**config.mk**
```make
export PLATFORM = sky130hd
export DESIGN_NAME = bpd_cfg
export DESIGN_NICKNAME = d
export VERILOG_FILES = /design/src/hw/rtl/bpd_pkg.sv /design/src/hw/rtl/bpd_cfg.sv
export SDC_FILE = /design/constraint.sdc
export NUM_CORES = 1
export LEC_CHECK = 0
export BUFFER_PORTS_ARGS = -buffer_cell sky130_fd_sc_hd__buf_2
export CAP_MARGIN = 20
export CORE_UTILIZATION = 50
export DETAILED_ROUTE_END_ITERATION = 8
export HOLD_SLACK_MARGIN = 0.05
export PLACE_DENSITY_LB_ADDON = 0.12
export SLEW_MARGIN = 20
export SYNTH_ARGS = -nofsm -noshare
export SYNTH_HDL_FRONTEND = slang
export SYNTH_SLANG_ARGS = --single-unit
export TNS_END_PERCENT = 10
```
**constraint.sdc**
```tcl
create_clock -name clk -period 1 [get_ports clk]
set_input_delay 0.2 -clock clk [delete_from_list [all_inputs] [get_ports clk]]
set_output_delay 0.2 -clock clk [all_outputs]
set_load 0.02 [all_outputs]
```
**src/hw/rtl/bpd_pkg.sv**
```systemverilog
`timescale 1ns / 1ps
// Shared types, codes and constants for the bilinear particle deposit block.
// No dependencies; every other file but bpd_stream_if uses this package.
package bpd_pkg;

    localparam int GRID_X_DEF = 64;
    localparam int GRID_Y_DEF = 64;
    localparam int SUM_W      = 48;
    localparam int DATA_W     = 32;
    localparam int NODES_W    = 7;
    localparam int CELL_W     = 6;
    localparam int CFG_IDX_W  = 3;
    localparam int CFG_W      = 32;
    localparam int CORNERS    = 4;

    localparam logic [1:0] MODE_DEPOSIT  = 2'd0;
    localparam logic [1:0] MODE_READ     = 2'd1;
    localparam logic [1:0] MODE_READ_CLR = 2'd2;

    localparam logic [1:0] ST_OK   = 2'd0;
    localparam logic [1:0] ST_DROP = 2'd1;
    localparam logic [1:0] ST_SAT  = 2'd2;

    localparam logic [CFG_IDX_W-1:0] CFG_ORIGIN_X = 3'd0;
    localparam logic [CFG_IDX_W-1:0] CFG_ORIGIN_Y = 3'd1;
    localparam logic [CFG_IDX_W-1:0] CFG_INV_X    = 3'd2;
    localparam logic [CFG_IDX_W-1:0] CFG_INV_Y    = 3'd3;
    localparam logic [CFG_IDX_W-1:0] CFG_NODES_X  = 3'd4;
    localparam logic [CFG_IDX_W-1:0] CFG_NODES_Y  = 3'd5;

    localparam logic [DATA_W-1:0]  INV_RESET   = 32'h0001_0000;
    localparam logic [NODES_W-1:0] NODES_RESET = 7'd64;

    localparam logic signed [SUM_W-1:0] SUM_MAX = 48'sh7FFF_FFFF_FFFF;
    localparam logic signed [SUM_W-1:0] SUM_MIN = 48'sh8000_0000_0000;

    typedef struct packed {
        logic [1:0]               mode;
        logic signed [DATA_W-1:0] pos_x;
        logic signed [DATA_W-1:0] pos_y;
        logic signed [DATA_W-1:0] deposit_value;
        logic [CELL_W-1:0]        cell_x;
        logic [CELL_W-1:0]        cell_y;
    } bpd_item_t;

    typedef struct packed {
        logic signed [SUM_W-1:0] cell_value;
        logic [1:0]              status;
    } bpd_result_t;

    typedef struct packed {
        logic signed [DATA_W-1:0] origin_x;
        logic signed [DATA_W-1:0] origin_y;
        logic [DATA_W-1:0]        inv_spacing_x;
        logic [DATA_W-1:0]        inv_spacing_y;
        logic [NODES_W-1:0]       nodes_x;
        logic [NODES_W-1:0]       nodes_y;
    } bpd_cfg_t;

endpackage

```
**src/hw/rtl/bpd_cfg.sv**
```systemverilog
`timescale 1ns / 1ps
// Configuration register file: origin, inverse spacing and node counts.
// Depends on bpd_pkg for register indexes, reset values and bpd_cfg_t.
module bpd_cfg (
    input  logic                           clk,
    input  logic                           rst_n,
    input  logic                           we,
    input  logic [bpd_pkg::CFG_IDX_W-1:0]  index,
    input  logic [bpd_pkg::CFG_W-1:0]      wdata,
    output bpd_pkg::bpd_cfg_t              cfg
);
    import bpd_pkg::*;

    bpd_cfg_t cfg_reg;
    bpd_cfg_t cfg_next;

    always_comb
    begin
        cfg_next = cfg_reg;
        if (we)
        begin
            unique case (index)
                CFG_ORIGIN_X: cfg_next.origin_x      = wdata;
                CFG_ORIGIN_Y: cfg_next.origin_y      = wdata;
                CFG_INV_X:    cfg_next.inv_spacing_x = wdata;
                CFG_INV_Y:    cfg_next.inv_spacing_y = wdata;
                CFG_NODES_X:  cfg_next.nodes_x       = wdata[NODES_W-1:0];
                CFG_NODES_Y:  cfg_next.nodes_y       = wdata[NODES_W-1:0];
                default:      cfg_next = cfg_reg;
            endcase
        end
    end

    always_ff @(posedge clk or negedge rst_n)
    begin
        if (!rst_n)
        begin
            cfg_reg.origin_x      <= '0;
            cfg_reg.origin_y      <= '0;
            cfg_reg.inv_spacing_x <= INV_RESET;
            cfg_reg.inv_spacing_y <= INV_RESET;
            cfg_reg.nodes_x       <= NODES_RESET;
            cfg_reg.nodes_y       <= NODES_RESET;
        end
        else
        begin
            cfg_reg <= cfg_next;
        end
    end

    assign cfg = cfg_reg;
endmodule

```
==> impl_metrics.yaml, run 1 <==
synthesis:
  synthesis.yosys.warnings: 0
  synthesized_nets: 344
  synth.cell_area_sq_um: 5400
  synth_area_per_cell_sq_um: 17.65
  syn_inst: 306
  synthDistinctLibCells: 11
  ys_ff_latch: 142
  synth-seq-area-share_pct: 65.89
route:
  detail-route-antenna-nets: 0
  wl_met3_microns: 792
  drt_first_pass_iters: 4
  post_drt_via_cell_ratio: 5.061
  metal2_wl_microns: 6062
  drcViolationCount: 0
  highest_layer: "met4"
  detailroute.via_count: 3543
  wl_per_cell_microns: 17.48
  met1Wirelength_microns: 5225
  routed_wl_microns: 12240
  drt_first_iter_violations: 74
place:
  placed_cells: 627
  hpwl_reported_at_the_end_of_detailed_placement_microns: 8128
  io_buffer_count: 179
  gp_congestion: 0.7517
pwr:
  seq_power_share_pct: 40.5
  power.internal_mw: 13.35
  switching_share_pct: 30.37
  netSwitchingPower_mw: 5.823
  clockPowerShare_pct: 32.5
  power_density_nw_per_um2: 2455
  leakage_nw: 3.730
  power.ir.vdd_worst_uv: 1346
  p_comb_share_pct: 27.1
global_routing:
  number_of_antenna_violations_at_the_first_check_in_global_routing: 1
  global_route_wire_length_before_repair_microns: 19640
  globalRoute.totalOverflow: 0
  grt_use_total_pct: 23.23
  pin_count_of_the_biggest_net_entering_global_routing: 50
  first_global_vias: 3751
floorplanning:
  pin_count: 180
  fp.dieArea_sq_um: 11220
  start_util_pct: 51.84
  std_cell_rows: 37
  die-width_microns: 105.9
  fp.coreArea_sq_um: 10420
  die_h_microns: 105.9
layout:
  final_cell_count_no_fill: 700
  final_common_cell: "dfrtp_1"
  filler_cell_count: 672
  flow.area_growth_from_synthesis_pct: 44.62
  fin_nets: 588
  largest_reg_flops: 142
  mostFrequentLayoutCells: "dfrtp_1 (138), buf_2 (136), mux2_2 (80)"
  drive_above_1_share_pct: 57.90
clock_network:
  clk_pin_slew_worst_paths_ns: 0.06
  clock_tree_from_tritoncts: "yes"
  clock_tree.buffer_depth: 2
  cts.root.buffer_cell: "clkbuf_8"
  htree_num_levels: 4
  cts_inserted_buffers: 17
  later_pin_clock_latency_in_the_skew_report_ns: 0.52
  cts.sink_count: 142
setup_path:
  worst-endpoint-arrival_ns: 1.17
  cpMaxStageDelayCell: "dfstp_2"
  timing.critical_path.cells: "buf_6"
  slowest_delay_ns: 0.54
  critPathTopFamily: "flip-flops"
  critical_path_class: "flop to output port"
  worst-path-max-fanout: 2
  startpoint_type: "flop"
  setup.worst_path.end_class: "output port"
  timing.reg2reg.worst_path_depth: 2
  timing.critical_path.buf_inv: 1
  worst-r2r-setup-slack_ns: 0.05
  crit_cells: 1
  data_required_time_at_the_worst_endpoint_ns: 0.80
sta:
  grt_setup_unrepaired: "yes"
  worstMarginPinSlew_ns: 0.3076
  setup_viol_count_final: 142
  timing.final.ws_setup_ns: -0.3670
  final.setup.tns_ns: -35.55
  fmax_mhz: 731.5
  max_slew_margin_pct: 79.41
  min_period_ns: 1.367
  fin_worst_skew_ns: 0
  final.period_utilization_pct: 136.7
  finalHoldViolCount: 0
  slew_violations: 0
job:
  cap_violations: 0
outcome:
  failing_checks: "setup timing"
  outcome: "finished, violations left"
min_path:
  hold_class: "primary input to asynchronous set/reset pin"
[logic make-up (layout without fill, tap and decap cells)]
logic type,Yosys count,count (layout),share of synthesized area [%]
buf+inv,16,273,3.174
flops,142,142,65.89
mux,142,142,29.61
other cells,0,1,0
simple gates,6,6,1.321
[cells in the mapped netlist]
cell type | instances | area, sq um
dfstp_2 | 4 | 105.1
nor4b_4 | 1 | 23.77
buf_6 | 7 | 78.83
mux2_1 | 62 | 698.2
buf_12 | 3 | 60.06
buf_2 | 5 | 25.02
buf_4 | 1 | 7.510
mux2_2 | 80 | 900.9
nand4b_1 | 2 | 17.52
dfrtp_1 | 138 | 3453
nor4bb_1 | 3 | 30.03
[worst paths after layout]
| check | end | start |
|---|---|---|
| hold / removal | cfg[29] | rst_n |
| hold reg to reg | cfg[87] | cfg[87] |
| min in group clk | cfg[6] | index[0] |
| setup reg to reg | cfg[107] | cfg[107] |
| setup / recovery | cfg[6] | cfg[6] |
| max in group asynchronous | cfg[30] | rst_n |
[cell type report]
cell class	instances	area [sq um]	area share (%)
Clock buffer	21	449.2	5.751
Antenna cell	1	2.502	0.03204
Multi-Input combinational cell	148	1707	21.85
Tap cell	136	170.2	2.179
Clock inverter	11	140.1	1.794
Timing Repair Buffer	241	1783	22.83
Sequential cell	142	3558	45.56
[metrics by stage]
stage	util [%]	area (sq um)	power (mW)	setup slack [ns]	hold slack, ns
after floorplan	-	5400	10.41	-0.3467	-0.09559
after global placement	63.03	6565	12.21	-0.5073	0.02887
after detailed placement	63.03	6565	12.34	-0.5261	0.03246
after CTS	73.38	7644	19.02	-0.3925	0.05127
after global routing	74.98	7810	19.99	-0.4060	0.06722
final	74.98	7810	19.17	-0.3670	0.06731
[repair_timing]
action	4_1_cts	5_1_grt
gates cloned	0	0
endpoints found under the hold margin	284	0
hold buffers	33	0
gates resized for setup	46	40
setup endpoints to repair	142	171
setup buffers	2	5
[per-layer routing]
layer,track usage [%],vias to the layer above
li1,-,1587
met1,30.61,1822
met2,36.88,122
met3,6.928,12
met4,8.036,0
met5,0,-
[power by group through the flow]
| stage | sequential (mW) | clock, mW | combinational, mW |
|---|---|---|---|
| 2_1_floorplan | 9.32 | 0 | 1.09 |
| 3_3_place_gp | 7.71 | 0 | 4.50 |
| 3_5_place_dp | 7.75 | 0 | 4.58 |
| 4_1_cts | 7.72 | 6.34 | 4.96 |
| 5_1_grt | 7.91 | 6.58 | 5.50 |
| 6_report | 7.76 | 6.22 | 5.19 |
No activity file was read; power rests on OpenSTA's default activity.
==> run 2, diff against run 1 <==
--- a/config.mk
+++ b/config.mk
@@ -7,10 +7,13 @@
 export LEC_CHECK = 0
 export BUFFER_PORTS_ARGS = -buffer_cell sky130_fd_sc_hd__buf_2
 export CAP_MARGIN = 20
-export CORE_UTILIZATION = 50
+export CELL_PAD_IN_SITES_DETAIL_PLACEMENT = 0
+export CELL_PAD_IN_SITES_GLOBAL_PLACEMENT = 1
+export CORE_UTILIZATION = 41
 export DETAILED_ROUTE_END_ITERATION = 8
 export HOLD_SLACK_MARGIN = 0.05
 export PLACE_DENSITY_LB_ADDON = 0.12
+export RECOVER_POWER = 50
 export SLEW_MARGIN = 20
 export SYNTH_ARGS = -nofsm -noshare
 export SYNTH_HDL_FRONTEND = slang
==> run 2 against run 1 <==
  * The run still ends with setup timing left
  * Power decreased by 0.59%
  * Count of clock-buffer cells in the layout increased by 4
  * Sequential cell count unchanged
  * First-iteration DRC count increased by 16%
  * Final cell count increased by 0.57%
  * Core utilization decreased by 14 points
  * Critical endpoint is now cfg[13]
==> impl_metrics.yaml, run 2 (synthesis results as in run 1) <==
sta:
  grt_setup_unrepaired: "yes"
  min_period_ns: 1.278
  fin_worst_skew_ns: 0
  slew_violations: 0
  final.period_utilization_pct: 127.8
  setup_viol_count_final: 194
  fmax_mhz: 782.2
  max_slew_margin_pct: 67.42
  worstMarginPinSlew_ns: 0.4887
  timing.final.ws_setup_ns: -0.2784
  finalHoldViolCount: 0
  final.hold.worst_slack_ns: 0.06502
floorplanning:
  die-width_microns: 116.8
  start_util_pct: 42.45
  pin_count: 180
  fp.coreArea_sq_um: 12720
  fp.dieArea_sq_um: 13630
  std_cell_rows: 41
  die_h_microns: 116.8
global_routing:
  number_of_antenna_violations_at_the_first_check_in_global_routing: 0
  globalRoute.totalOverflow: 0
  grt_use_total_pct: 18.85
  global_route_wire_length_before_repair_microns: 18760
  first_global_vias: 3498
  pin_count_of_the_biggest_net_entering_global_routing: 45
route:
  drt_first_pass_iters: 4
  wl_per_cell_microns: 17.28
  detail-route-antenna-nets: 0
  met1Wirelength_microns: 5235
  highest_layer: "met4"
  post_drt_via_cell_ratio: 4.791
  metal2_wl_microns: 5826
  wl_met3_microns: 937
  drt_first_iter_violations: 86
  drcViolationCount: 0
  routed_wl_microns: 12160
  detailroute.via_count: 3373
layout:
  fin_nets: 557
  antenna_cell_count: 0
  finalInstanceArea_sq_um: 7776
  final_common_cell: "dfrtp_1"
  largest_reg_flops: 142
  flow.area_growth_from_synthesis_pct: 44.00
  filler_cell_count: 1034
  mostFrequentLayoutCells: "dfrtp_1 (138), buf_2 (103), mux2_2 (79)"
  drive_above_1_share_pct: 58.83
  final_cell_count_no_fill: 704
setup_path:
  setup.worst_path.end_class: "output port"
  startpoint_type: "flop"
  cpMaxStageDelayCell: "dfstp_2"
  timing.reg2reg.worst_path_depth: 2
  timing.critical_path.cells: "buf_6"
  worst-endpoint-arrival_ns: 1.08
  crit_cells: 1
  slowest_delay_ns: 0.55
  worst-path-max-fanout: 2
  critical_path_class: "flop to output port"
  critPathTopFamily: "flip-flops"
  timing.critical_path.buf_inv: 1
  data_required_time_at_the_worst_endpoint_ns: 0.80
place:
  placed_cells: 655
  place_ws_ns: -0.5499
  hpwl_reported_at_the_end_of_detailed_placement_microns: 8433
  placed_area_sq_um: 6575
  io_buffer_count: 179
  gp_congestion: 0.7083
pwr:
  fin_total_pwr_mw: 19.06
  leakage_nw: 3.673
  power_density_nw_per_um2: 2451
  power.ir.vdd_worst_uv: 1475
clock_network:
  clock_tree.buffer_depth: 2
  htree_num_levels: 4
  cts.root.buffer_cell: "clkbuf_16"
  later_pin_clock_latency_in_the_skew_report_ns: 0.41
  clk_pin_slew_worst_paths_ns: 0.06
  cts_inserted_buffers: 17
  clock_tree_from_tritoncts: "yes"
  cts.sink_count: 142
outcome:
  outcome: "finished, violations left"
  failing_checks: "setup timing"
min_path:
  hold_class: "primary input to flop"
  whs_path_depth: 2
job:
  cap_violations: 0
[run 2: cell count changes in the layout (fill, tap and decap cells not counted), sizes merged]
cell,previous run,this run
diode,1,0
clkinvlp,4,0
dlygate4sd3,33,15
clkbuf,21,26
clkinv,4,6
buf,208,194
bufinv,3,1
[run 2: power breakdown]
part	total, mW	switching (mW)	internal [mW]
sequential	7.80	0.751	7.05
combinational	5.41	2.79	2.62
clock	5.85	2.19	3.66
total	19.1	5.74	13.3
[run 2: path summary, 6_finish.rpt]
| path | slack, ns | from | end |
|---|---|---|---|
| worst max-delay path | -0.28 | cfg[13] | cfg[13] |
| worst min-delay path | 0.07 | wdata[8] | cfg[54] |
| worst max register to register | 0.10 | cfg[43] | cfg[43] |
| worst min register to register | 0.48 | cfg[95] | cfg[95] |
| max in group asynchronous | 0.07 | rst_n | cfg[62] |
| min in group asynchronous | 0.29 | rst_n | cfg[27] |
[run 2: layer usage]
layer	vias up	GRT usage, %
met5	-	0
met2	121	29.07
li1	1522	-
met4	0	7.595
met1	1718	23.88
met3	12	7.317
[run 2: final cells by class]
type                    count  area [sq um]  share of cell area (%)
well taps                 172         215.2                   2.767
clock buffers              25         495.5                   6.372
clock inverters             7         60.06                  0.7723
repair buffers            210          1729                   22.24
flip-flops and latches    142          3558                   45.76
multi-input cells         148          1718                   22.09
[run 2: per-stage QoR]
stage                     utilization, %  TNS, ns
final                              61.12   -21.16
after global routing               61.12   -29.64
after CTS                          59.20   -25.51
after detailed placement           51.68   -62.71
after global placement             51.68   -57.89
after floorplan                        -   -34.88
[run 2: timing repair]
item                       4_1_cts  5_1_grt
pin swaps                        0        1
setup endpoints to repair      237      263
buffers inserted                 0        2
resized for setup               80       79
hold buffers                    15        0
hold endpoints to repair       167        0
==> run 3, diff against run 2 <==
--- a/config.mk
+++ b/config.mk
@@ -5,11 +5,11 @@
 export SDC_FILE = /design/constraint.sdc
 export NUM_CORES = 1
 export LEC_CHECK = 0
-export BUFFER_PORTS_ARGS = -buffer_cell sky130_fd_sc_hd__buf_2
+export BUFFER_PORTS_ARGS = -buffer_cell sky130_fd_sc_hd__clkbuf_2
 export CAP_MARGIN = 20
 export CELL_PAD_IN_SITES_DETAIL_PLACEMENT = 0
 export CELL_PAD_IN_SITES_GLOBAL_PLACEMENT = 1
-export CORE_UTILIZATION = 41
+export CORE_UTILIZATION = 25
 export DETAILED_ROUTE_END_ITERATION = 8
 export HOLD_SLACK_MARGIN = 0.05
 export PLACE_DENSITY_LB_ADDON = 0.12
==> constraint.sdc (replaced) <==
create_clock -name clk -period 1.4 [get_ports clk]
set_input_delay 0.28 -clock clk [delete_from_list [all_inputs] [get_ports clk]]
set_output_delay 0.28 -clock clk [all_outputs]
set_load 0.02 [all_outputs]
==> run 3 against run 2 <==
  * The run now ends clean
  * Routed wire length increased by 10%
  * Via count decreased by 3.0%
  * Clock skew unchanged
  * Worst hold slack improved by 0.072 ns
  * Sequential share of layout area increased by 3.2 points
  * Setup slack improved by 0.32 ns
  * Power decreased by 30%
  * Die area increased by 63%
  * Highest routed layer unchanged
==> impl_metrics.yaml, run 3 (synthesis results as in run 1) <==
setup_path:
  setup.worst_path.end_class: "output port"
  timing.critical_path.cells: "buf_8"
  critical_path_class: "flop to output port"
  timing.critical_path.buf_inv: 1
  worst-path-max-fanout: 2
  slowest_delay_ns: 0.55
  critPathTopFamily: "flip-flops"
  worst-endpoint-arrival_ns: 1.07
  startpoint_type: "flop"
  data_required_time_at_the_worst_endpoint_ns: 1.12
  cpMaxStageDelayCell: "dfstp_2"
global_routing:
  number_of_antenna_violations_at_the_first_check_in_global_routing: 0
  grt_use_total_pct: 12.73
  pin_count_of_the_biggest_net_entering_global_routing: 72
  globalRoute.totalOverflow: 0
  first_global_vias: 3595
  global_route_wire_length_before_repair_microns: 21080
job:
  cap_violations: 0
layout:
  antenna_cell_count: 0
  fin_nets: 543
  final_core_occ_pct: 34.44
  mostFrequentLayoutCells: "clkbuf_2 (174), dfrtp_1 (138), mux2_2 (80)"
  filler_cell_count: 2131
  final_common_cell: "clkbuf_2"
  largest_reg_flops: 142
  finalInstanceArea_sq_um: 7263
  drive_above_1_share_pct: 60.04
  final_cell_count_no_fill: 793
  flow.area_growth_from_synthesis_pct: 34.50
floorplanning:
  pin_count: 180
  die-width_microns: 149.0
  start_util_pct: 25.61
  fp.coreArea_sq_um: 21090
  die_h_microns: 149.0
  std_cell_rows: 53
  fp.dieArea_sq_um: 22190
sta:
  setup_viol_count_final: 0
  final.period_utilization_pct: 96.69
  fin_worst_skew_ns: 0
  min_period_ns: 1.354
  final.setup.tns_ns: 0
  slew_violations: 0
  finalHoldViolCount: 0
  max_slew_margin_pct: 54.55
  worstMarginPinSlew_ns: 0.6817
  timing.final.ws_setup_ns: 0.04630
  final.hold.worst_slack_ns: 0.1370
  grt_setup_unrepaired: "yes"
  fmax_mhz: 738.7
min_path:
  hold_class: "primary input to flop"
clock_network:
  clk_pin_slew_worst_paths_ns: 0.06
  clock_tree.buffer_depth: 2
  later_pin_clock_latency_in_the_skew_report_ns: 0.40
  post_cts.repair.setup_buffers: 0
  cts_inserted_buffers: 17
  cts.sink_count: 142
  cts.root.buffer_cell: "clkbuf_16"
  clock_tree_from_tritoncts: "yes"
  htree_num_levels: 4
pwr:
  power.ir.vdd_worst_uv: 748.6
  leakage_nw: 3.447
  fin_total_pwr_mw: 13.28
  power_density_nw_per_um2: 1828
route:
  drt_first_pass_iters: 3
  drt_first_iter_violations: 52
  routed_wl_microns: 13400
  post_drt_via_cell_ratio: 4.127
  wl_per_cell_microns: 16.90
  detail-route-antenna-nets: 0
  drcViolationCount: 0
  detailroute.via_count: 3273
place:
  placed_cells: 760
  io_buffer_count: 179
  gp_congestion: 0.6935
  hpwl_reported_at_the_end_of_detailed_placement_microns: 9451
  place_ws_ns: -0.3026
  placed_area_sq_um: 6694
outcome:
  outcome: "complete, no violations"
run 3: final timing paths:
path / startpoint / to / slack (ns) / cells past startpoint
worst max-delay path: cfg[6] / cfg[6] / 0.05 / 1
worst min-delay path: wdata[27] / cfg[105] / 0.14 / 2
worst max register to register: cfg[97] / cfg[97] / 0.60 / 1
worst min register to register: cfg[107] / cfg[107] / 0.48 / 1
max in group asynchronous: rst_n / cfg[139] / 0.28 / 3
min in group asynchronous: rst_n / cfg[22] / 0.24 / 2
run 3: repair_timing:
item / CTS / global route
setup endpoints to repair: 4 / 2
cloned: 0 / 0
hold endpoints to repair: 138 / 0
pin swaps: 0 / 0
resized for setup: 8 / 2
hold buffers: 1 / 0
run 3: report_power, final:
part / internal, mW / switching [mW]
sequential: 5.03 / 0.468
combinational: 1.28 / 1.99
clock: 2.80 / 1.70
total: 9.12 / 4.16
run 3: metal layers:
layer / global-route usage [%] / routed length [microns] / vias up
met5: 0 / 0 / -
met4: 5.051 / 207 / 0
met3: 4.067 / 937 / 18
met2: 20.91 / 6633 / 103
met1: 15.41 / 5621 / 1664
li1: - / - / 1488
run 3: cell type report:
| cell class | instances | area, sq um | area share [%] |
|---|---|---|---|
| Tap cell | 275 | 344.1 | 4.737 |
| Clock buffer | 22 | 484.2 | 6.667 |
| Multi-Input combinational cell | 148 | 1689 | 23.26 |
| Sequential cell | 142 | 3558 | 48.99 |
| Timing Repair Buffer | 196 | 1076 | 14.81 |
| Clock inverter | 10 | 111.4 | 1.533 |
